File: config.mk
export PLATFORM = sky130hd
export DESIGN_NAME = sensor_frame_crc_decoder_core
export DESIGN_NICKNAME = d
export VERILOG_FILES = /design/src/design/sfcd_pkg.sv /design/src/design/sensor_frame_crc_decoder_core.sv
export SDC_FILE = /design/constraint.sdc
export NUM_CORES = 1
export LEC_CHECK = 0
export BUFFER_PORTS_ARGS = -buffer_cell sky130_fd_sc_hd__buf_2
export CAP_MARGIN = 5
export CORE_MARGIN = 5
export CORE_UTILIZATION = 46
export CTS_CLUSTER_SIZE = 12
export DETAILED_ROUTE_END_ITERATION = 12
export GPL_TIMING_DRIVEN = 0
export PLACE_DENSITY = 0.7
export SYNTH_ARGS = -nofsm -noshare
export SYNTH_HDL_FRONTEND = slang
export SYNTH_SLANG_ARGS = --single-unit
File: constraint.sdc
create_clock -name clk -period 3.87 [get_ports clk]
set_clock_uncertainty 0.2 [all_clocks]
set_input_delay 1.161 -clock clk [delete_from_list [all_inputs] [get_ports clk]]
set_output_delay 1.161 -clock clk [all_outputs]
set_load 0.005 [all_outputs]
File: src/design/sfcd_pkg.sv
// Shared types, constants and the CRC-16/MODBUS byte update for the sensor frame decoder.
`timescale 1ns / 1ps
`default_nettype none

package sfcd_pkg;

  // CRC-16/MODBUS: reflected, no final xor
  localparam logic [15:0] CRC_INIT = 16'hFFFF;
  localparam logic [15:0] CRC_POLY = 16'hA001;

  // Sign-magnitude temperature word
  localparam logic [15:0] SIGN_BIT = 16'h8000;
  localparam logic [15:0] MAG_MASK = 16'h7FFF;

  // Byte positions within the eight-byte frame
  localparam int unsigned POS_W = 3;
  localparam logic [POS_W-1:0] POS_HUM_HI  = 3'd2;
  localparam logic [POS_W-1:0] POS_HUM_LO  = 3'd3;
  localparam logic [POS_W-1:0] POS_TEMP_HI = 3'd4;
  localparam logic [POS_W-1:0] POS_TEMP_LO = 3'd5;
  localparam logic [POS_W-1:0] POS_CRC_LO  = 3'd6;
  localparam logic [POS_W-1:0] POS_CRC_HI  = 3'd7;
  // bytes below this position are covered by the CRC
  localparam logic [POS_W-1:0] PAYLOAD_LEN = 3'd6;

  // Frame status codes
  localparam logic STATUS_OK       = 1'b0;
  localparam logic STATUS_CRC_FAIL = 1'b1;

  // Input word: one response byte
  typedef struct packed {
    logic [7:0] resp_byte;
    logic       frame_start;
  } sfcd_in_t;

  // Output word: one decoded frame
  typedef struct packed {
    logic        [15:0] humidity_raw;
    logic signed [15:0] temperature_val;
    logic               frame_status;
  } sfcd_out_t;

  // Fold one byte into the CRC, LSB first
  function automatic logic [15:0] crc_fold_byte(input logic [15:0] crc_in,
                                                input logic [7:0]  data);
    logic [15:0] crc;
    crc = crc_in ^ {8'h00, data};
    for (int k = 0; k < 8; k++) begin
      if (crc[0]) begin
        crc = (crc >> 1) ^ CRC_POLY;
      end else begin
        crc = crc >> 1;
      end
    end
    return crc;
  endfunction

  // Sign-magnitude to two's complement; negative zero gives zero
  function automatic logic [15:0] sm_to_twos(input logic [15:0] sm);
    logic [15:0] mag;
    mag = sm & MAG_MASK;
    if ((sm & SIGN_BIT) != 16'h0000) begin
      return (~mag) + 16'd1;
    end
    return mag;
  endfunction

endpackage

`default_nettype wire

File: src/design/sensor_frame_crc_decoder_core.sv
// Top level of the sensor frame decoder: byte input register, frame decode and result register.
// Sensor frame decoder with CRC-16/MODBUS check.
// Input channel (src_*): one response byte per word, with a start flag that
// forces the byte to be taken as byte 0 of a new frame. Output channel (dst_*):
// one word per complete eight-byte frame carrying humidity (bytes 2..3,
// big-endian), temperature in two's complement (bytes 4..5, sign-magnitude)
// and a status of CRC ok or CRC mismatch against bytes 6..7 (little-endian).
// Bytes 0..5 feed the CRC; bytes of a frame cut short by a new start produce
// nothing.
// Throughput: one byte per cycle, unless a byte 7 waits on a stalled dst.
// The CRC byte update is eight unrolled shift/xor steps between the input
// register and the frame state registers. A byte leaves the input register
// into the frame state registers; for byte 7 the result register is written too.
// Stall: while dst is stalled with a result pending, bytes other than a final
// byte 7 keep flowing; a byte 7 waits in the input register and src_stall is
// raised until the pending result is taken.
// Reset (rst, synchronous): byte count to 0, CRC to 0xFFFF, holds to 0, both
// registers empty.
`timescale 1ns / 1ps
`default_nettype none

module sensor_frame_crc_decoder_core (
  input  wire                clk,
  input  wire                rst,
  input  wire                src_valid,
  output logic               src_stall,
  input  wire sfcd_pkg::sfcd_in_t src_word,
  output logic               dst_valid,
  input  wire                dst_stall,
  output sfcd_pkg::sfcd_out_t dst_word
);

  // Input register
  logic                 s1_valid;
  sfcd_pkg::sfcd_in_t   s1_word;

  // Frame state
  logic [sfcd_pkg::POS_W-1:0] byte_count;
  logic [15:0]                running_crc;
  logic [15:0]                humidity_hold;
  logic [15:0]                temperature_hold;
  logic [7:0]                 crc_low_hold;

  logic [sfcd_pkg::POS_W-1:0] byte_count_next;
  logic [15:0]                running_crc_next;
  logic [15:0]                humidity_hold_next;
  logic [15:0]                temperature_hold_next;
  logic [7:0]                 crc_low_hold_next;

  logic [sfcd_pkg::POS_W-1:0] pos;
  logic [15:0]                crc_base;
  logic [15:0]                crc_folded;
  logic [15:0]                check;
  logic                       s1_emits;
  logic                       s1_advance;
  logic                       src_take;
  logic                       dst_free;
  sfcd_pkg::sfcd_out_t        result;

  // Position and CRC seed, honouring the start flag
  always_comb begin
    if (s1_word.frame_start) begin
      pos      = '0;
      crc_base = sfcd_pkg::CRC_INIT;
    end else begin
      pos      = byte_count;
      crc_base = running_crc;
    end
  end

  assign crc_folded = sfcd_pkg::crc_fold_byte(crc_base, s1_word.resp_byte);
  assign check      = {s1_word.resp_byte, crc_low_hold};

  // Handshake: only a final byte needs room in the result register
  assign s1_emits   = (pos == sfcd_pkg::POS_CRC_HI);
  assign dst_free   = !dst_valid || !dst_stall;
  assign s1_advance = s1_valid && (!s1_emits || dst_free);
  assign src_stall  = s1_valid && !s1_advance;
  assign src_take   = src_valid && !src_stall;

  // Frame state update for the byte in the input register
  always_comb begin
    byte_count_next       = pos + 3'd1;
    running_crc_next      = crc_base;
    humidity_hold_next    = humidity_hold;
    temperature_hold_next = temperature_hold;
    crc_low_hold_next     = crc_low_hold;
    if (pos < sfcd_pkg::PAYLOAD_LEN) begin
      running_crc_next = crc_folded;
    end
    unique case (pos)
      sfcd_pkg::POS_HUM_HI:  humidity_hold_next[15:8]    = s1_word.resp_byte;
      sfcd_pkg::POS_HUM_LO:  humidity_hold_next[7:0]     = s1_word.resp_byte;
      sfcd_pkg::POS_TEMP_HI: temperature_hold_next[15:8] = s1_word.resp_byte;
      sfcd_pkg::POS_TEMP_LO: temperature_hold_next[7:0]  = s1_word.resp_byte;
      sfcd_pkg::POS_CRC_LO:  crc_low_hold_next           = s1_word.resp_byte;
      sfcd_pkg::POS_CRC_HI:  running_crc_next            = sfcd_pkg::CRC_INIT;
      default: begin
      end
    endcase
  end

  // Result word for a completed frame
  always_comb begin
    result.humidity_raw    = humidity_hold;
    result.temperature_val = $signed(sfcd_pkg::sm_to_twos(temperature_hold));
    result.frame_status    = (crc_base != check) ? sfcd_pkg::STATUS_CRC_FAIL
                                                 : sfcd_pkg::STATUS_OK;
  end

  // Input register
  always_ff @(posedge clk) begin
    if (rst) begin
      s1_valid <= 1'b0;
    end else if (src_take) begin
      s1_valid <= 1'b1;
    end else if (s1_advance) begin
      s1_valid <= 1'b0;
    end
  end

  always_ff @(posedge clk) begin
    if (src_take) begin
      s1_word <= src_word;
    end
  end

  // Frame state registers
  always_ff @(posedge clk) begin
    if (rst) begin
      byte_count       <= '0;
      running_crc      <= sfcd_pkg::CRC_INIT;
      humidity_hold    <= '0;
      temperature_hold <= '0;
      crc_low_hold     <= '0;
    end else if (s1_advance) begin
      byte_count       <= byte_count_next;
      running_crc      <= running_crc_next;
      humidity_hold    <= humidity_hold_next;
      temperature_hold <= temperature_hold_next;
      crc_low_hold     <= crc_low_hold_next;
    end
  end

  // Result register
  always_ff @(posedge clk) begin
    if (rst) begin
      dst_valid <= 1'b0;
    end else if (s1_advance && s1_emits) begin
      dst_valid <= 1'b1;
    end else if (!dst_stall) begin
      dst_valid <= 1'b0;
    end
  end

  always_ff @(posedge clk) begin
    if (s1_advance && s1_emits) begin
      dst_word <= result;
    end
  end

endmodule

`default_nettype wire
==> reports/results.tsv, run 1 <==
stage	metric	value	unit
status	outcome	finished, final reports clean	
power_and_ir_drop	leakage	0.002190	uW
detailed_routing	antenna_left	0	
detailed_routing	drtIter0Drc	263	
timing	rsz0062_at_grt	false	
grt	antenna_found_initial	0	
setup_path	reg2reg_from	s1_word[0]$_DFFE_PP_	
setup_path	cp.depth	8	
layout	final_cells	654	
setup_path	endpoint_kind	output port	
clock_network	clk_latency	0.37	ns
die	dieArea	12210	sq um
timing	drv_slew	0	
yosys	syn-num-nets	478	
layout	final-seq-area	2482	sq um
layout	multi_input_area	1989	sq um
setup_path	critPathSlowestCell	edfxtp_1	
yosys	synth-async-reset-ratio	0	%
detailed_routing	first_pass_iters	5	
setup_path	crit_type	flop to output port	
layout	layout_commonest_cell	dfxtp_1	
worst_hold_path	hp-start	humidity_hold[2]$_SDFFE_PP0P_	
setup_path	critical_path_buf_inv_count	4	
clock_network	cts_setup_buffers	0	
layout	final_area	5255	sq um
setup_path	cp-start-kind	flop	
setup_path	critPathTopFamily	buffers and inverters	
layout	synthToLayoutAreaGrowth	13.06	%
grt	grt_overflow	0	
die	die_width	110.5	um
timing	whs	0.2438	ns
yosys	synth.distinct_cells	46	
grt	grt_pass1_vias	3386	
setup_path	rr_worst_depth	10	
die	rows	36	
setup_path	worstPathArrival	2.33	ns
detailed_routing	vias_per_cell	5.385	
setup_path	crit_chain	buf_4 -> clkbuf_1 -> nor2b_2 -> ha_1 -> ha_1 -> nand4_1 -> inv_1 -> buf_2	
yosys	syn_area	4648	sq um
layout	drive_above_1_share	17.27	%
detailed_routing	drc	0	
clock_network	clk_path_buf_depth	2	
timing	finalCritPeriodShare	95.40	%
power_and_ir_drop	ir_drop	0.0003143	V
detailed_routing	wirelength	9.889	mm
grt	grt_max_degree	35	
timing	setup_viol	0	
clock_network	clkTransAtPathRegs	0.10	ns
clock_network	cts_sinks	103	
timing	max_slew.worst_pin.slew	0.7531	ns
grt	grt_pass1_wl	16.39	mm
worst_hold_path	holdCritPathClass	flop to flop	
layout	diodes	0	
setup_path	r2r-end	running_crc[7]$_SDFFE_PP1P_	
clock_network	hold_buffers	0	
place	dp_hpwl	6.874	mm
timing	maxSlewHeadroom	49.79	%
power_and_ir_drop	pwr_density_cell	393.6	nW/um^2
yosys	ys_warn_count	0	
yosys	synth_edf_count	42	
setup_path	slowest_delay	0.43	ns
place	io_buffer_count	47	
clock_network	cts_root_buf	clkbuf_8	
die	die_h	110.5	um
worst_hold_path	hold_path_depth	0	
layout	layout_common_cells	61 x dfxtp_1, 58 x buf_2, 55 x nor2_1	
die	start_util	47.34	%
clock_network	cts_tree	done	
timing	fmaxAchievable	270.8	MHz
clock_network	cts-htree-levels	3	
timing	hold_violations	0	
flow_run	maxCapViolations	0	
setup_path	critPathRequiredTime	2.51	ns
setup_path	cpMostUsedCell	ha_1	
layout	finalNetCount	536	
layout	fillCellCount	937	
place	dp.cells	638	
yosys	syn_area_per_cell	10.15	sq um
detailed_routing	wl_per_cell	15.12	um
setup_path	rrSetupSlack	0.35	ns
die	io_pins	48	
place	gp_congestion	0.8662	
setup_path	crit_fanout	10	
grt	grt_use_total	16.47	%
yosys	seq_area_frac_synth	53.41	%
power_and_ir_drop	total_power	2068	uW
clock_network	numCtsBuffers	9	
yosys	ys_ff_latch	103	
worst_hold_path	worstHoldEndpoint	dst_word[19]$_DFFE_PP_	
die	core-area	9819	sq um
yosys	ys.flop_type	dfxtp_1	
timing	fin_crit	3.692	ns
place	dpl-instance-area	5051	sq um
detailed_routing	vias	3522	
layout	post-route-util	53.52	%
yosys	synth_cells	458	
## logic make-up after synthesis
| logic type | synth area share, % |
|---|---|
| AO/OA/AOI/OAI | 9.879 |
| XOR/XNOR | 8.291 |
| adder cells (fa/ha/maj) | 1.884 |
| buffers and inverters | 3.930 |
| flip-flops | 53.41 |
| multiplexers | 6.891 |
| AND/OR/NAND/NOR | 15.72 |
## Yosys cell counts, types with 5 or more instances
| library cell | instances | area, sq um |
|---|---|---|
| dfxtp_1 | 61 | 1221 |
| nor2_1 | 56 | 210.2 |
| edfxtp_1 | 42 | 1261 |
| nand2_1 | 41 | 153.9 |
| mux2i_1 | 32 | 320.3 |
| xnor2_1 | 32 | 280.3 |
| a21oi_1 | 26 | 130.1 |
| nand3_1 | 20 | 100.1 |
| o21ai_0 | 16 | 80.08 |
| clkbuf_1 | 14 | 52.55 |
| xor2_1 | 12 | 105.1 |
| buf_2 | 11 | 55.05 |
| nor3_1 | 10 | 50.05 |
| inv_1 | 8 | 30.03 |
| ha_1 | 7 | 87.58 |
| o211ai_1 | 7 | 52.55 |
| a31oi_1 | 5 | 31.28 |
| o22ai_1 | 5 | 31.28 |
| or2_2 | 5 | 31.28 |
## final cells by class
cell class                 count  area share (%)
timing repair buffer          47           4.476
clock buffer                  10           2.619
inverter                       9          0.6429
tap                          133           3.167
buffer                        31           2.833
multi-input combinational    315           37.86
sequential                   103           47.24
clock inverter                 6           1.167
## what timing repair did
item / CTS / global route
hold endpoints to repair: 0 / 0
setup endpoints to repair: 0 / 11
resized for setup: 0 / 2
## sequential cells by signal (all words and copies together) (netlist names)
register / flops
s1_valid: 1
dst_valid: 1
dst_word: 33
check: 8
s1_word: 1
crc_low_hold: 8
temperature_hold: 16
running_crc: 16
humidity_hold: 16
byte_count: 3
## metal layers
layer	global-route usage (%)	routed length (um)	vias up
li1	-	-	1715
met1	20.84	4384	1644
met5	0	0	-
met2	26.78	4521	131
met4	6.979	284	0
met3	4.103	699	32
## metrics by stage
stage	setup TNS (ns)	setup slack (ns)
6_report	0	0.1779
5_1_grt	0	0.01730
4_1_cts	0	0.08675
3_5_place_dp	0	0.1422
3_3_place_gp	-1.796	-0.1888
2_1_floorplan	0	0.5883
## where the power goes
group,internal (uW),leakage (uW),switching (uW)
Sequential,1150,0.000886,23.4
Clock,267,0.0000982,390
Combinational,95.1,0.00121,146
Total,1510,0.00219,559
## how the worst max path moves through the flow
stage                                  end            startpoint  slack [ns]
6_report                         src_stall  s1_word[0]$_DFFE_PP_        0.18
5_1_grt                          src_stall  s1_word[0]$_DFFE_PP_        0.02
4_1_cts                          src_stall  s1_word[0]$_DFFE_PP_        0.09
3_5_place_dp   running_crc[6]$_SDFFE_PP1P_  s1_word[0]$_DFFE_PP_        0.14
3_3_place_gp   running_crc[9]$_SDFFE_PP1P_  s1_word[0]$_DFFE_PP_       -0.19
2_1_floorplan  running_crc[0]$_SDFFE_PP1P_  s1_word[0]$_DFFE_PP_        0.59
Power figures use the tool's default switching activity.
==> run 2, diff against run 1 <==
--- a/config.mk
+++ b/config.mk
@@ -8,11 +8,12 @@
 export BUFFER_PORTS_ARGS = -buffer_cell sky130_fd_sc_hd__buf_2
 export CAP_MARGIN = 5
 export CORE_MARGIN = 5
-export CORE_UTILIZATION = 46
+export CORE_UTILIZATION = 38
+export CTS_BUF_LIST = sky130_fd_sc_hd__clkbuf_16
 export CTS_CLUSTER_SIZE = 12
 export DETAILED_ROUTE_END_ITERATION = 12
 export GPL_TIMING_DRIVEN = 0
-export PLACE_DENSITY = 0.7
+export PLACE_DENSITY = 0.61
 export SYNTH_ARGS = -nofsm -noshare
 export SYNTH_HDL_FRONTEND = slang
 export SYNTH_SLANG_ARGS = --single-unit
==> run 2 against run 1 <==
Sequential share of layout area is 1.0 points lower. Total power up 12%. Maximum frequency increased by 0.27%. Non-clock buffer count stayed put. Via count down 0.77%. Critical path type unchanged.
==> reports/results.tsv, run 2 (synthesis results as in run 1) <==
stage	metric	value	unit
die	core-area	12010	sq um
clock_network	cts_setup_buffers	0	
worst_hold_path	worstHoldEndpoint	dst_word[21]$_DFFE_PP_	
place	dpl-instance-area	5069	sq um
setup_path	reg2reg_from	s1_word[0]$_DFFE_PP_	
setup_path	cpMostUsedCell	ha_1	
grt	grt_max_degree	35	
setup_path	endpoint_kind	output port	
setup_path	rrSetupSlack	0.29	ns
detailed_routing	first_pass_iters	5	
power_and_ir_drop	pwr-share-seq	50.5	%
die	start_util	38.70	%
timing	rsz0062_at_grt	false	
clock_network	cts_sinks	103	
place	io_buffer_count	47	
detailed_routing	vias_per_cell	5.232	
status	outcome	finished, final reports clean	
layout	layout_commonest_cell	dfxtp_1	
clock_network	cts-htree-levels	3	
timing	fin_ws	0.1877	ns
grt	grt_overflow	0	
flow_run	maxCapViolations	0	
die	die_h	120.6	um
worst_hold_path	hp-start	humidity_hold[4]$_SDFFE_PP0P_	
timing	max_slew.worst_pin.slew	0.8070	ns
place	gp_congestion	0.8381	
timing	finalCritPeriodShare	95.15	%
setup_path	slowest_delay	0.40	ns
detailed_routing	wirelength	10.52	mm
layout	synthToLayoutAreaGrowth	15.56	%
power_and_ir_drop	p_switching	569.9	uW
layout	fillCellCount	1168	
worst_hold_path	hold_path_depth	0	
timing	fin_crit	3.682	ns
layout	drive_above_1_share	17.27	%
power_and_ir_drop	pwr-share-clk	39.2	%
layout	final_area	5371	sq um
setup_path	critPathSlowestCell	edfxtp_1	
setup_path	crit_fanout	10	
clock_network	cts_tree	done	
power_and_ir_drop	comb_power_share	10.3	%
setup_path	critPathRequiredTime	2.51	ns
die	dieArea	14540	sq um
grt	antenna_found_initial	0	
clock_network	numCtsBuffers	9	
layout	top_register	dst_word	
layout	final_cells	668	
die	die_width	120.6	um
detailed_routing	wl_per_cell	15.75	um
power_and_ir_drop	ir_drop	0.0002834	V
grt	grt_pass1_vias	3390	
grt	grt_use_total	14.87	%
setup_path	worstPathArrival	2.32	ns
die	io_pins	48	
worst_hold_path	holdCritPathClass	flop to flop	
detailed_routing	drc	0	
die	rows	40	
power_and_ir_drop	internal_power	1748	uW
detailed_routing	antenna_left	0	
setup_path	critical_path_buf_inv_count	4	
setup_path	rr_worst_depth	11	
clock_network	clkTransAtPathRegs	0.07	ns
setup_path	critPathTopFamily	buffers and inverters	
place	dp_hpwl	7.313	mm
layout	largest_register_ff_count	33	
timing	hold_violations	0	
layout	diodes	0	
power_and_ir_drop	switching_share	24.58	%
layout	finalNetCount	536	
timing	fmaxAchievable	271.6	MHz
layout	layout_common_cells	61 x dfxtp_1, 58 x buf_2, 55 x nor2_1	
detailed_routing	drtIter0Drc	182	
setup_path	cp-start-kind	flop	
timing	setup_viol	0	
clock_network	clk_latency	0.35	ns
timing	drv_slew	0	
power_and_ir_drop	pwr_density_cell	431.6	nW/um^2
place	place_ws	0.09900	ns
power_and_ir_drop	total_power	2318	uW
setup_path	r2r-end	humidity_hold[9]$_SDFFE_PP0P_	
detailed_routing	vias	3495	
clock_network	cts_root_buf	clkbuf_16	
setup_path	crit_chain	buf_4 -> clkbuf_1 -> nor2b_2 -> ha_1 -> ha_1 -> nand4_1 -> inv_1 -> buf_2	
power_and_ir_drop	leakage	0.002248	uW
grt	grt_pass1_wl	16.86	mm
timing	finalSetupTns	0	ns
place	dp.cells	652	
timing	maxSlewHeadroom	46.20	%
clock_network	clk_path_buf_depth	2	
setup_path	crit_type	flop to output port	
[run 2: metrics by stage]
step	util [%]	hold WS, ns
floorplan	-	0.2080
global placement	42.19	0.2156
detailed placement	42.20	0.2152
CTS	44.67	0.2304
global route	44.72	0.2449
finish	44.72	0.2326
[run 2: final cells by class]
class,count,area (sq um),share of cell area [%]
Sequential cell,103,2482,46.21
Multi-Input combinational cell,315,1989,37.04
Timing Repair Buffer,47,235.2,4.379
Clock buffer,9,225.2,4.193
Tap cell,147,183.9,3.424
Buffer,31,150.1,2.795
Clock inverter,7,71.32,1.328
Inverter,9,33.78,0.6289
[run 2: layer usage]
layer	part of all wire, %	track usage, %	up-vias
li1	-	-	1718
met1	45	18.89	1670
met2	47	24.14	90
met3	5.8	3.648	17
met4	2.1	6.303	0
met5	0	0	-
[run 2: power groups by stage]
stage / clock, uW / sequential (uW) / combinational [uW]
global route: 971 / 1170 / 264
detailed placement: 0 / 1190 / 236
CTS: 928 / 1170 / 238
floorplan: 0 / 1190 / 179
finish: 909 / 1170 / 239
global placement: 0 / 1190 / 231
[run 2: what timing repair did]
item,in CTS,in global routing
resized for setup,0,4
hold buffers,0,0
setup endpoints to repair,0,11
[run 2: how the worst max path moves through the flow]
stage	from	to	slack [ns]	cells past startpoint
finish	s1_word[0]$_DFFE_PP_	src_stall	0.19	8
global route	s1_word[0]$_DFFE_PP_	src_stall	0.06	8
CTS	s1_word[0]$_DFFE_PP_	running_crc[6]$_SDFFE_PP1P_	0.07	10
detailed placement	s1_word[0]$_DFFE_PP_	running_crc[12]$_SDFFE_PP1P_	0.1	10
global placement	s1_word[0]$_DFFE_PP_	running_crc[6]$_SDFFE_PP1P_	-0.28	10
floorplan	s1_word[0]$_DFFE_PP_	running_crc[0]$_SDFFE_PP1P_	0.59	10
